[config.mk]
export PLATFORM = sky130hd
export DESIGN_NAME = hsv_to_bgr_pixel
export DESIGN_NICKNAME = d
export VERILOG_FILES = /design/src/hw/rtl/hsvbgr_pkg.sv /design/src/hw/rtl/hsvbgr_sector.sv /design/src/hw/rtl/hsvbgr_prod.sv /design/src/hw/rtl/hsvbgr_mix.sv /design/src/hw/rtl/hsv_to_bgr_pixel.sv
export SDC_FILE = /design/constraint.sdc
export NUM_CORES = 2
export LEC_CHECK = 0
export BUFFER_PORTS_ARGS = -buffer_cell sky130_fd_sc_hd__buf_2
export CAP_MARGIN = 5
export CORE_MARGIN = 10
export CORE_UTILIZATION = 60
export CTS_CLUSTER_DIAMETER = 150
export DETAILED_ROUTE_END_ITERATION = 6
export PLACE_DENSITY = 0.79
export SETUP_SLACK_MARGIN = 0.3
export SKIP_CTS_REPAIR_TIMING = 1
export SYNTH_ARGS = -nofsm -noshare
export SYNTH_HDL_FRONTEND = slang
export SYNTH_SLANG_ARGS = --single-unit
[constraint.sdc]
create_clock -name clk_i -period 8.55 [get_ports clk_i]
set_input_delay 0.855 -clock clk_i [delete_from_list [all_inputs] [get_ports clk_i]]
set_output_delay 0.855 -clock clk_i [all_outputs]
set_load 0.1 [all_outputs]
[src/hw/rtl/hsvbgr_pkg.sv]
// Shared constants and types for the HSV to BGR pixel converter.
package hsvbgr_pkg;

  parameter int unsigned FRAC_BITS_DEF = 16;
  parameter int unsigned HUE_SECTORS   = 6;
  parameter int unsigned CHAN_MAX      = 255;
  parameter int unsigned CHAN_W        = 8;
  parameter int unsigned OUT_TDATA_W   = 3 * CHAN_W;

  typedef enum logic [2:0] {
    SEC_RED_YELLOW   = 3'd0,
    SEC_YELLOW_GREEN = 3'd1,
    SEC_GREEN_CYAN   = 3'd2,
    SEC_CYAN_BLUE    = 3'd3,
    SEC_BLUE_MAGENTA = 3'd4,
    SEC_MAGENTA_RED  = 3'd5
  } sector_e;

endpackage

[src/hw/rtl/hsvbgr_sector.sv]
// First stage: input clamp, hue sector and in-sector fraction.
module hsvbgr_sector #(
  parameter int unsigned FRAC_BITS = hsvbgr_pkg::FRAC_BITS_DEF
) (
  input  logic                    clk_i,
  input  logic                    rst_ni,
  input  logic                    valid_i,
  output logic                    ready_o,
  input  logic [FRAC_BITS:0]      hue_i,
  input  logic [FRAC_BITS:0]      sat_i,
  input  logic [FRAC_BITS:0]      val_i,
  output logic                    valid_o,
  input  logic                    ready_i,
  output hsvbgr_pkg::sector_e     sector_o,
  output logic [FRAC_BITS-1:0]    frac_o,
  output logic [FRAC_BITS:0]      sat_o,
  output logic [FRAC_BITS:0]      val_o
);

  localparam int unsigned H6W = FRAC_BITS + 3;
  localparam logic [FRAC_BITS:0] One = {1'b1, {FRAC_BITS{1'b0}}};

  logic [FRAC_BITS:0]   hue_c, sat_c, val_c;
  logic [H6W-1:0]       hue6;
  logic                 advance;
  logic                 valid_q;
  hsvbgr_pkg::sector_e  sector_q;
  logic [FRAC_BITS-1:0] frac_q;
  logic [FRAC_BITS:0]   sat_q, val_q;

  always_comb begin
    hue_c = (hue_i > One) ? One : hue_i;
    sat_c = (sat_i > One) ? One : sat_i;
    val_c = (val_i > One) ? One : val_i;
    hue6  = H6W'(hue_c) * H6W'(hsvbgr_pkg::HUE_SECTORS);
  end

  assign advance = !valid_q || ready_i;
  assign ready_o = advance;

  always_ff @(posedge clk_i or negedge rst_ni) begin
    if (!rst_ni) begin
      valid_q <= 1'b0;
    end else if (advance) begin
      valid_q <= valid_i;
    end
  end

  always_ff @(posedge clk_i) begin
    if (advance && valid_i) begin
      sector_q <= hsvbgr_pkg::sector_e'(hue6[FRAC_BITS+2:FRAC_BITS]);
      frac_q   <= hue6[FRAC_BITS-1:0];
      sat_q    <= sat_c;
      val_q    <= val_c;
    end
  end

  assign valid_o  = valid_q;
  assign sector_o = sector_q;
  assign frac_o   = frac_q;
  assign sat_o    = sat_q;
  assign val_o    = val_q;

endmodule

[src/hw/rtl/hsvbgr_prod.sv]
// Second and third stages: the p, q and t products.
module hsvbgr_prod #(
  parameter int unsigned FRAC_BITS = hsvbgr_pkg::FRAC_BITS_DEF
) (
  input  logic                    clk_i,
  input  logic                    rst_ni,
  input  logic                    valid_i,
  output logic                    ready_o,
  input  hsvbgr_pkg::sector_e     sector_i,
  input  logic [FRAC_BITS-1:0]    frac_i,
  input  logic [FRAC_BITS:0]      sat_i,
  input  logic [FRAC_BITS:0]      val_i,
  output logic                    valid_o,
  input  logic                    ready_i,
  output hsvbgr_pkg::sector_e     sector_o,
  output logic [FRAC_BITS:0]      p_o,
  output logic [FRAC_BITS:0]      q_o,
  output logic [FRAC_BITS:0]      t_o,
  output logic [FRAC_BITS:0]      val_o
);

  localparam int unsigned MulW = 2 * FRAC_BITS + 2;
  localparam logic [FRAC_BITS:0] One = {1'b1, {FRAC_BITS{1'b0}}};

  logic [MulW-1:0]     mul_fs, mul_gfs, mul_p, mul_q, mul_t;
  logic                adv2, adv3;
  logic                valid2_q, valid3_q;
  hsvbgr_pkg::sector_e sec2_q, sec3_q;
  logic [FRAC_BITS:0]  fs_q, gfs_q, p2_q, v2_q;
  logic [FRAC_BITS:0]  p3_q, q3_q, t3_q, v3_q;

  always_comb begin
    mul_fs  = MulW'(frac_i) * MulW'(sat_i);
    mul_gfs = MulW'(One - {1'b0, frac_i}) * MulW'(sat_i);
    mul_p   = MulW'(val_i) * MulW'(One - sat_i);
    mul_q   = MulW'(v2_q) * MulW'(One - fs_q);
    mul_t   = MulW'(v2_q) * MulW'(One - gfs_q);
  end

  assign adv3    = !valid3_q || ready_i;
  assign adv2    = !valid2_q || adv3;
  assign ready_o = adv2;

  always_ff @(posedge clk_i or negedge rst_ni) begin
    if (!rst_ni) begin
      valid2_q <= 1'b0;
      valid3_q <= 1'b0;
    end else begin
      if (adv2) begin
        valid2_q <= valid_i;
      end
      if (adv3) begin
        valid3_q <= valid2_q;
      end
    end
  end

  always_ff @(posedge clk_i) begin
    if (adv2 && valid_i) begin
      sec2_q <= sector_i;
      fs_q   <= mul_fs[2*FRAC_BITS:FRAC_BITS];
      gfs_q  <= mul_gfs[2*FRAC_BITS:FRAC_BITS];
      p2_q   <= mul_p[2*FRAC_BITS:FRAC_BITS];
      v2_q   <= val_i;
    end
    if (adv3 && valid2_q) begin
      sec3_q <= sec2_q;
      p3_q   <= p2_q;
      q3_q   <= mul_q[2*FRAC_BITS:FRAC_BITS];
      t3_q   <= mul_t[2*FRAC_BITS:FRAC_BITS];
      v3_q   <= v2_q;
    end
  end

  assign valid_o  = valid3_q;
  assign sector_o = sec3_q;
  assign p_o      = p3_q;
  assign q_o      = q3_q;
  assign t_o      = t3_q;
  assign val_o    = v3_q;

endmodule

[src/hw/rtl/hsvbgr_mix.sv]
// Last stage: sector channel select, scaling to 8 bits and output register.
module hsvbgr_mix #(
  parameter int unsigned FRAC_BITS = hsvbgr_pkg::FRAC_BITS_DEF
) (
  input  logic                            clk_i,
  input  logic                            rst_ni,
  input  logic                            valid_i,
  output logic                            ready_o,
  input  hsvbgr_pkg::sector_e             sector_i,
  input  logic [FRAC_BITS:0]              p_i,
  input  logic [FRAC_BITS:0]              q_i,
  input  logic [FRAC_BITS:0]              t_i,
  input  logic [FRAC_BITS:0]              val_i,
  output logic                            valid_o,
  input  logic                            ready_i,
  output logic [hsvbgr_pkg::CHAN_W-1:0]   blue_o,
  output logic [hsvbgr_pkg::CHAN_W-1:0]   green_o,
  output logic [hsvbgr_pkg::CHAN_W-1:0]   red_o
);

  localparam int unsigned ScW = FRAC_BITS + hsvbgr_pkg::CHAN_W;
  localparam logic [FRAC_BITS:0] One = {1'b1, {FRAC_BITS{1'b0}}};

  logic [FRAC_BITS:0] r_sel, g_sel, b_sel;
  logic [ScW-1:0]     r_sc, g_sc, b_sc;
  logic               advance;
  logic               valid_q;
  logic [hsvbgr_pkg::CHAN_W-1:0] blue_q, green_q, red_q;

  always_comb begin
    case (sector_i)
      hsvbgr_pkg::SEC_RED_YELLOW: begin
        r_sel = val_i; g_sel = t_i;   b_sel = p_i;
      end
      hsvbgr_pkg::SEC_YELLOW_GREEN: begin
        r_sel = q_i;   g_sel = val_i; b_sel = p_i;
      end
      hsvbgr_pkg::SEC_GREEN_CYAN: begin
        r_sel = p_i;   g_sel = val_i; b_sel = t_i;
      end
      hsvbgr_pkg::SEC_CYAN_BLUE: begin
        r_sel = p_i;   g_sel = q_i;   b_sel = val_i;
      end
      hsvbgr_pkg::SEC_BLUE_MAGENTA: begin
        r_sel = t_i;   g_sel = p_i;   b_sel = val_i;
      end
      hsvbgr_pkg::SEC_MAGENTA_RED: begin
        r_sel = val_i; g_sel = p_i;   b_sel = q_i;
      end
      default: begin
        r_sel = One;   g_sel = One;   b_sel = One;
      end
    endcase
    r_sc = ScW'(r_sel) * ScW'(hsvbgr_pkg::CHAN_MAX);
    g_sc = ScW'(g_sel) * ScW'(hsvbgr_pkg::CHAN_MAX);
    b_sc = ScW'(b_sel) * ScW'(hsvbgr_pkg::CHAN_MAX);
  end

  assign advance = !valid_q || ready_i;
  assign ready_o = advance;

  always_ff @(posedge clk_i or negedge rst_ni) begin
    if (!rst_ni) begin
      valid_q <= 1'b0;
    end else if (advance) begin
      valid_q <= valid_i;
    end
  end

  always_ff @(posedge clk_i) begin
    if (advance && valid_i) begin
      red_q   <= r_sc[ScW-1:FRAC_BITS];
      green_q <= g_sc[ScW-1:FRAC_BITS];
      blue_q  <= b_sc[ScW-1:FRAC_BITS];
    end
  end

  assign valid_o = valid_q;
  assign blue_o  = blue_q;
  assign green_o = green_q;
  assign red_o   = red_q;

endmodule

[src/hw/rtl/hsv_to_bgr_pixel.sv]
// Top level of the HSV to BGR pixel converter.
//
// Usage:
//   Slave stream carries one HSV pixel per transfer: hue, saturation and
//   value as unsigned fractions with FRAC_BITS fraction bits (1.0 is
//   2^FRAC_BITS; larger codes count as 1.0). Master stream carries one
//   8-bit blue, green, red pixel per transfer.
//   Throughput: one pixel per cycle, no gaps, while the master is ready.
//   The result reaches the master side through four register stages
//   (sector, fraction products, p/q/t products, select and scale), each
//   of which holds one pixel.
//   Reset clears every stage valid bit; the master side shows no data
//   until the first pixel has passed through.
//   When the receiver stalls, the output register holds its pixel and the
//   earlier stages keep filling until each holds a pixel; only then does
//   the slave side drop tready. No pixel is lost or repeated.
//   Hue of exactly 1.0 yields white.
module hsv_to_bgr_pixel #(
  parameter int unsigned FRAC_BITS = hsvbgr_pkg::FRAC_BITS_DEF
) (
  input  logic clk_i,
  input  logic rst_ni,
  input  logic s_axis_tvalid,
  output logic s_axis_tready,
  // hue, saturation, brightness (FRAC_BITS+1 bits each), zero padded
  input  logic [((3*(FRAC_BITS+1)+7)/8)*8-1:0] s_axis_tdata,
  output logic m_axis_tvalid,
  input  logic m_axis_tready,
  // blue_out [7:0], green_out [15:8], red_out [23:16]
  output logic [hsvbgr_pkg::OUT_TDATA_W-1:0] m_axis_tdata
);

  localparam int unsigned InW = FRAC_BITS + 1;

  logic [FRAC_BITS:0]   hue, saturation, brightness;
  logic                 s1_valid, s1_ready, s3_valid, s3_ready;
  hsvbgr_pkg::sector_e  s1_sector, s3_sector;
  logic [FRAC_BITS-1:0] s1_frac;
  logic [FRAC_BITS:0]   s1_sat, s1_val;
  logic [FRAC_BITS:0]   s3_p, s3_q, s3_t, s3_val;
  logic [hsvbgr_pkg::CHAN_W-1:0] blue_out, green_out, red_out;

  assign hue        = s_axis_tdata[InW-1:0];
  assign saturation = s_axis_tdata[2*InW-1:InW];
  assign brightness = s_axis_tdata[3*InW-1:2*InW];

  hsvbgr_sector #(.FRAC_BITS(FRAC_BITS)) u_sector (
    .clk_i    (clk_i),
    .rst_ni   (rst_ni),
    .valid_i  (s_axis_tvalid),
    .ready_o  (s_axis_tready),
    .hue_i    (hue),
    .sat_i    (saturation),
    .val_i    (brightness),
    .valid_o  (s1_valid),
    .ready_i  (s1_ready),
    .sector_o (s1_sector),
    .frac_o   (s1_frac),
    .sat_o    (s1_sat),
    .val_o    (s1_val)
  );

  hsvbgr_prod #(.FRAC_BITS(FRAC_BITS)) u_prod (
    .clk_i    (clk_i),
    .rst_ni   (rst_ni),
    .valid_i  (s1_valid),
    .ready_o  (s1_ready),
    .sector_i (s1_sector),
    .frac_i   (s1_frac),
    .sat_i    (s1_sat),
    .val_i    (s1_val),
    .valid_o  (s3_valid),
    .ready_i  (s3_ready),
    .sector_o (s3_sector),
    .p_o      (s3_p),
    .q_o      (s3_q),
    .t_o      (s3_t),
    .val_o    (s3_val)
  );

  hsvbgr_mix #(.FRAC_BITS(FRAC_BITS)) u_mix (
    .clk_i    (clk_i),
    .rst_ni   (rst_ni),
    .valid_i  (s3_valid),
    .ready_o  (s3_ready),
    .sector_i (s3_sector),
    .p_i      (s3_p),
    .q_i      (s3_q),
    .t_i      (s3_t),
    .val_i    (s3_val),
    .valid_o  (m_axis_tvalid),
    .ready_i  (m_axis_tready),
    .blue_o   (blue_out),
    .green_o  (green_out),
    .red_o    (red_out)
  );

  assign m_axis_tdata = {red_out, green_out, blue_out};

endmodule

* Yosys cells after proc, flatten, opt, wreduce, memory -nomap -nowiden
Cells that the tools add are included.
** Operators by class
- Equality and inequality tests :: 5
- $add $sub $neg :: 4
- Muxes and demuxes :: 4
- Multipliers :: 9
- $lt $le $gt $ge :: 3
- Reductions and logical operators :: 19
** Operators with widths (number)
- $pmux W17 S4 :: 3
- $mul A17 B34 Y33 :: 3
- $mul A17 B8 Y24 const B :: 3
- $sub A17 B17 Y18 const A :: 3
- $gt A17 B17 Y1 const B :: 3
- $mul A34 B17 Y33 :: 1
- $mul A15 B17 Y32 :: 1
- $mul A17 B2 Y18 const B :: 1
- $sub A17 B16 Y18 const A :: 1
- $mux W17 :: 1
- $reduce_or A2 Y1 :: 6
- $eq A3 B2 Y1 const B :: 2
- $eq A3 B3 Y1 const B :: 2
- $logic_and A1 B1 Y1 :: 4
- $logic_not A1 Y1 :: 4
- $logic_or A1 B1 Y1 :: 4
- $eq A3 B1 Y1 const B :: 1
- $logic_not A3 Y1 :: 1
** Word-level totals
- Flip-flop bits (word level) :: 222
- Output and inout bits :: 26

* Longest topological paths before layout
- Depth in word-level cells :: 6
- Depth in mapped cells :: 32

* Cells and area by module
From an unflattened synthesis, not the netlist that was laid out.
** Second synthesis, totals
- Cells, all modules :: 7130
- Area, all modules :: 65510.3 um^2
** By module, submodules not included
- hsvbgr_prod :: cells an instance 5606, area an instance 51401.8 um^2, times used 1
- hsvbgr_mix :: cells an instance 1271, area an instance 11257.0 um^2, times used 1
- hsvbgr_sector :: cells an instance 253, area an instance 2851.5 um^2, times used 1

* Worst setup path after synthesis
Ideal clock, no wire load.
- Kind :: register to register
- Start point :: register u_sector.frac_q[1] (netlist: u_sector.frac_o[1])
- End point :: register u_prod.gfs_q[16] (data pin)
- Cell stages (with the launch flop) :: 29
- Slack :: 0.599 ns
- Buffers on the path :: 2
- Data arrival time :: 7.691 ns
- Library setup time :: 0.260 ns
- Period minus slack after synthesis :: 7.951 ns
- Cells stage by stage :: edfxtp_1 -> clkbuf_1 -> nor3_1 -> nand2b_1 -> nor4_1 -> nand2_1 -> nor3_1 -> xnor2_1 -> clkbuf_1 -> nand2_1 -> fa_1 -> fa_1 -> fa_1 -> inv_1 -> fa_1 -> fa_1 -> inv_1 -> fa_1 -> inv_1 -> ha_1 -> a21o_1 -> a21o_1 -> a21oi_1 -> o21ai_0 -> o41ai_1 -> a21oi_1 -> a211o_1 -> a21oi_1 -> xnor2_1
** On the way
- Longest elaborated chain between the ends :: 2
** RTL lines
- from (decl) :: RTL line hsvbgr_sector.sv:28 : logic [FRAC_BITS-1:0] frac_q;
- from (signal assigned) :: RTL line hsvbgr_sector.sv:52 : frac_q <= hue6[FRAC_BITS-1:0];
- $sub A17 B16 Y18 :: RTL line hsvbgr_prod.sv:34 : mul_gfs = MulW'(One - {1'b0, frac_i}) * MulW'(sat_i);
- $mul A34 B17 Y33 :: RTL line hsvbgr_prod.sv:34
- named net u_prod.mul_gfs[32] :: RTL line hsvbgr_prod.sv:25 : logic [MulW-1:0] mul_fs, mul_gfs, mul_p, mul_q, mul_t;
- to (signal assigned) :: RTL line hsvbgr_prod.sv:62 : gfs_q <= mul_gfs[2*FRAC_BITS:FRAC_BITS];
- to (decl) :: RTL line hsvbgr_prod.sv:29 : logic [FRAC_BITS:0] fs_q, gfs_q, p2_q, v2_q;
The timed path passes the listed nets, and every way through them passes these cells.
A chain may end at the register's enable or synchronous reset.

* Final worst setup path
- Start point :: register u_prod.fs_q[2]
- End point :: register u_prod.q3_q[15] (netlist: u_prod.q_o[15]) (data pin)
** On the way
- Longest elaborated chain between the ends :: 2
** RTL lines
- from (decl) :: RTL line hsvbgr_prod.sv:29
- from (signal assigned) :: RTL line hsvbgr_prod.sv:61 : fs_q <= mul_fs[2*FRAC_BITS:FRAC_BITS];
- $sub A17 B17 Y18 :: RTL line hsvbgr_prod.sv:36 : mul_q = MulW'(v2_q) * MulW'(One - fs_q);
- $mul A17 B34 Y33 :: RTL line hsvbgr_prod.sv:36
- named net u_prod.mul_q[31] :: RTL line hsvbgr_prod.sv:25
- to (signal assigned) :: RTL line hsvbgr_prod.sv:69 : q3_q <= mul_q[2*FRAC_BITS:FRAC_BITS];
- to (decl) :: RTL line hsvbgr_prod.sv:30 : logic [FRAC_BITS:0] p3_q, q3_q, t3_q, v3_q;
The timed path passes the listed nets, and every way through them passes these cells.

==> flow_metrics.tcl <==
set metrics [dict create \
    root_buffer "clkbuf_16" \
    hold_path_class "flip-flop to flip-flop" \
    ioPinCount 86 \
    startpoint "u_prod.fs_q[2]$_DFFE_PP_" \
    critPathKind "flip-flop to flip-flop" \
    crit_arrival_ns 8.43 \
    netlist_area_mm2 0.0659 \
    row_count 121 \
    cp-start-kind "flip-flop" \
    numCtsBuffers 29 \
    grt_use_total_pct 27.3 \
    synth.distinct_cells 69 \
    hold_viol_final 0 \
    synthFlopType "edfxtp_1" \
    relSlewSlack_pct 7.42 \
    wl_mm 162 \
    ys_warn_count 0 \
    die_y_um 351 \
    die_w_um 351 \
    wl_per_cell_um 19.2 \
    hpwl_mm 130 \
    cts_tree "built" \
    rr_startpoint "u_prod.fs_q[2]$_DFFE_PP_" \
    syn_nets 9100 \
    drv_cap 0 \
    fmax_mhz 125 \
    syn_inst 7017 \
    drc_errors 0 \
    required_ns 8.95 \
    overflow 0 \
    first_iter_violations 3050 \
    firstDrtPassIters 5 \
    min_from "u_prod.p2_q[2]$_DFFE_PP_" \
    drv_slew 0 \
    tightest_slew_ns 1.39 \
    ant_nets 0 \
    clkSinkCount 222 \
    gp_congestion 0.933 \
    synth-edff-count 218 \
    setup_viol_count_final 0 \
    cts_max_level 1 \
    cp_max_fo 4 \
    antenna_found_initial 4 \
    clock_latency_ns 0.66 \
    ys_seq_area_share_pct 10.1 \
    areaGrowthSynthToFinish_pct 5.95 \
    grt_max_degree 78 \
    final.setup.tns_ns 0 \
    clockBufferDepth 3 \
    grt_pass1_vias 52227 \
    core_area_mm2 0.109 \
    nets 9112 \
    die_area_mm2 0.123 \
    path_clk_slew_ns 0.07 \
    final_layout_size_suffix_gt1_share_pct 5.67 \
    ys_ff_latch 222 \
    finClkSkew_ns 0.0428 \
    period_share_pct 93.9 \
    grt_pass1_wl_mm 269 \
    via_per_inst 5.54 \
    async_flop_share_pct 1.80 \
    avgSynthCellArea_um2 9.39 \
    rsz0062_at_grt "true" \
    status "complete, no violations" \
    min_period_ns 8.03 \
    initial_core_util_pct 60.5 \
    port_buffers 80 \
    end_kind "flip-flop" \
    vias 46937 \
]
==> cell usage after synthesis, types with 17 or more instances <==
cell,number,area [um^2]
a211oi_1,26,195
a21o_1,34,255
a21oi_1,116,581
and2_1,556,3480
and3_1,32,200
buf_1,17,63.8
clkbuf_1,276,1040
edfxtp_1,218,6550
fa_1,1490,29800
ha_1,533,6670
inv_1,1835,6890
mux2i_1,59,591
nand2_1,941,3530
nand2b_1,18,113
nand3_1,36,180
nor2_1,134,503
nor2b_1,93,582
nor3_1,53,265
nor4_1,28,175
o21a_1,21,158
o21ai_0,81,405
xnor2_1,170,1490
xor2_1,61,534
==> cell usage in the layout (no fill, tap or decap), types with 36 or more instances in the layout <==
master,synthesis,layout
nor3_1,53,48
nor2b_1,93,92
buf_2,0,81
o21ai_0,81,80
a21oi_1,116,114
and2_1,556,552
edfxtp_1,218,218
nand3_1,36,36
buf_4,0,188
xor2_1,61,59
nor2_1,134,130
ha_1,533,532
fa_1,1490,1488
nand2_1,941,941
xnor2_1,170,157
mux2i_1,59,59
inv_1,1835,1834
==> cell type report <==
class                   count  area [um^2]
flip-flops and latches    222         6650
repair buffers            274         1880
diodes                      2         5.00
inverters                1835         6890
fillers                  8452        39200
clock buffers              33          751
clock inverters            21          262
well taps                1414         1770
multi-input cells        4667        51600
==> logic make-up (layout without fill, tap and decap cells) <==
logic type | after synthesis | count (layout) | synth area share (%)
buffers and inverters | 2128 | 2163 | 12.1
adder cells (fa/ha/maj) | 2031 | 2031 | 55.5
AND/OR/NAND/NOR | 1950 | 1950 | 14.4
AO/OA/AOI/OAI | 385 | 385 | 3.72
XOR/XNOR | 234 | 234 | 3.15
flip-flops | 222 | 222 | 10.1
multiplexers | 67 | 67 | 1.03
other | 0 | 2 | 0
==> registers in the layout, indices dropped and copies added, names as in the netlist, 15 cells and up <==
| register | cells |
|---|---|
| u_prod.p_o | 17 |
| u_sector.sat_o | 17 |
| u_prod.p2_q | 17 |
| u_prod.fs_q | 17 |
| u_prod.t_o | 17 |
| u_prod.val_o | 17 |
| u_prod.gfs_q | 17 |
| u_prod.q_o | 17 |
| u_sector.frac_o | 15 |
| u_sector.val_o | 17 |
| u_prod.v2_q | 17 |
==> routing by layer <==
| layer | track usage, % | vias up | part of all wire [%] |
|---|---|---|---|
| met1 | 33.8 | 23861 | 38 |
| met2 | 46.4 | 1947 | 49 |
| li1 | - | 20666 | - |
| met3 | 5.14 | 459 | 8.5 |
| met5 | 0 | - | 0.018 |
| met4 | 12.1 | 4 | 5.1 |
==> through the flow <==
step | hold WS (ns) | cells | area (um^2) | util [%] | worst slack [ns]
floorplan | 0.400 | 7017 | 65900 | - | 0.599
global placement | 0.404 | 8397 | 68400 | 62.7 | 0.249
detailed placement | 0.406 | 8397 | 68400 | 62.7 | 0.168
CTS | -0.0337 | 8451 | 69400 | 63.6 | 0.138
global route | 0.434 | 8466 | 69800 | 64.0 | 0.181
finish | 0.415 | 8468 | 69800 | 64.1 | 0.524
==> worst max-delay path: stages (launching register included) <==
cell	delay [ns]
edfxtp_1	0.43
or3_4	0.44
nor3b_4	0.26
nand2_2	0.10
or4_4	0.47
nor4_4	0.40
xor2_4	0.22
buf_2	0.20
buf_4	0.13
nand2_1	0.07
fa_1	0.55
inv_1	0.05
fa_1	0.49
fa_1	0.57
fa_1	0.43
fa_1	0.49
inv_1	0.05
fa_1	0.47
inv_1	0.04
ha_1	0.32
a21o_1	0.17
a21oi_1	0.16
nor2b_1	0.07
a211o_1	0.28
o41a_1	0.44
a21o_1	0.23
a21oi_1	0.18
xnor2_1	0.08
==> path summary, 6_finish.rpt <==
check	cells past startpoint	slack, ns	end
hold reg to reg	0	0.41	u_prod.p_o[2]$_DFFE_PP_
setup reg to reg	27	0.52	u_prod.q_o[15]$_DFFE_PP_
setup / recovery	27	0.52	u_prod.q_o[15]$_DFFE_PP_
max in group asynchronous	2	7.81	u_prod.valid2_q$_DFFE_PN0P_
min in group asynchronous	2	0.59	u_prod.valid_o$_DFFE_PN0P_
hold / removal	0	0.41	u_prod.p_o[2]$_DFFE_PP_
Power is left out: the tool's default activity adds up to more than one toggle a clock period on the data nets, which glitch-free logic cannot reach.
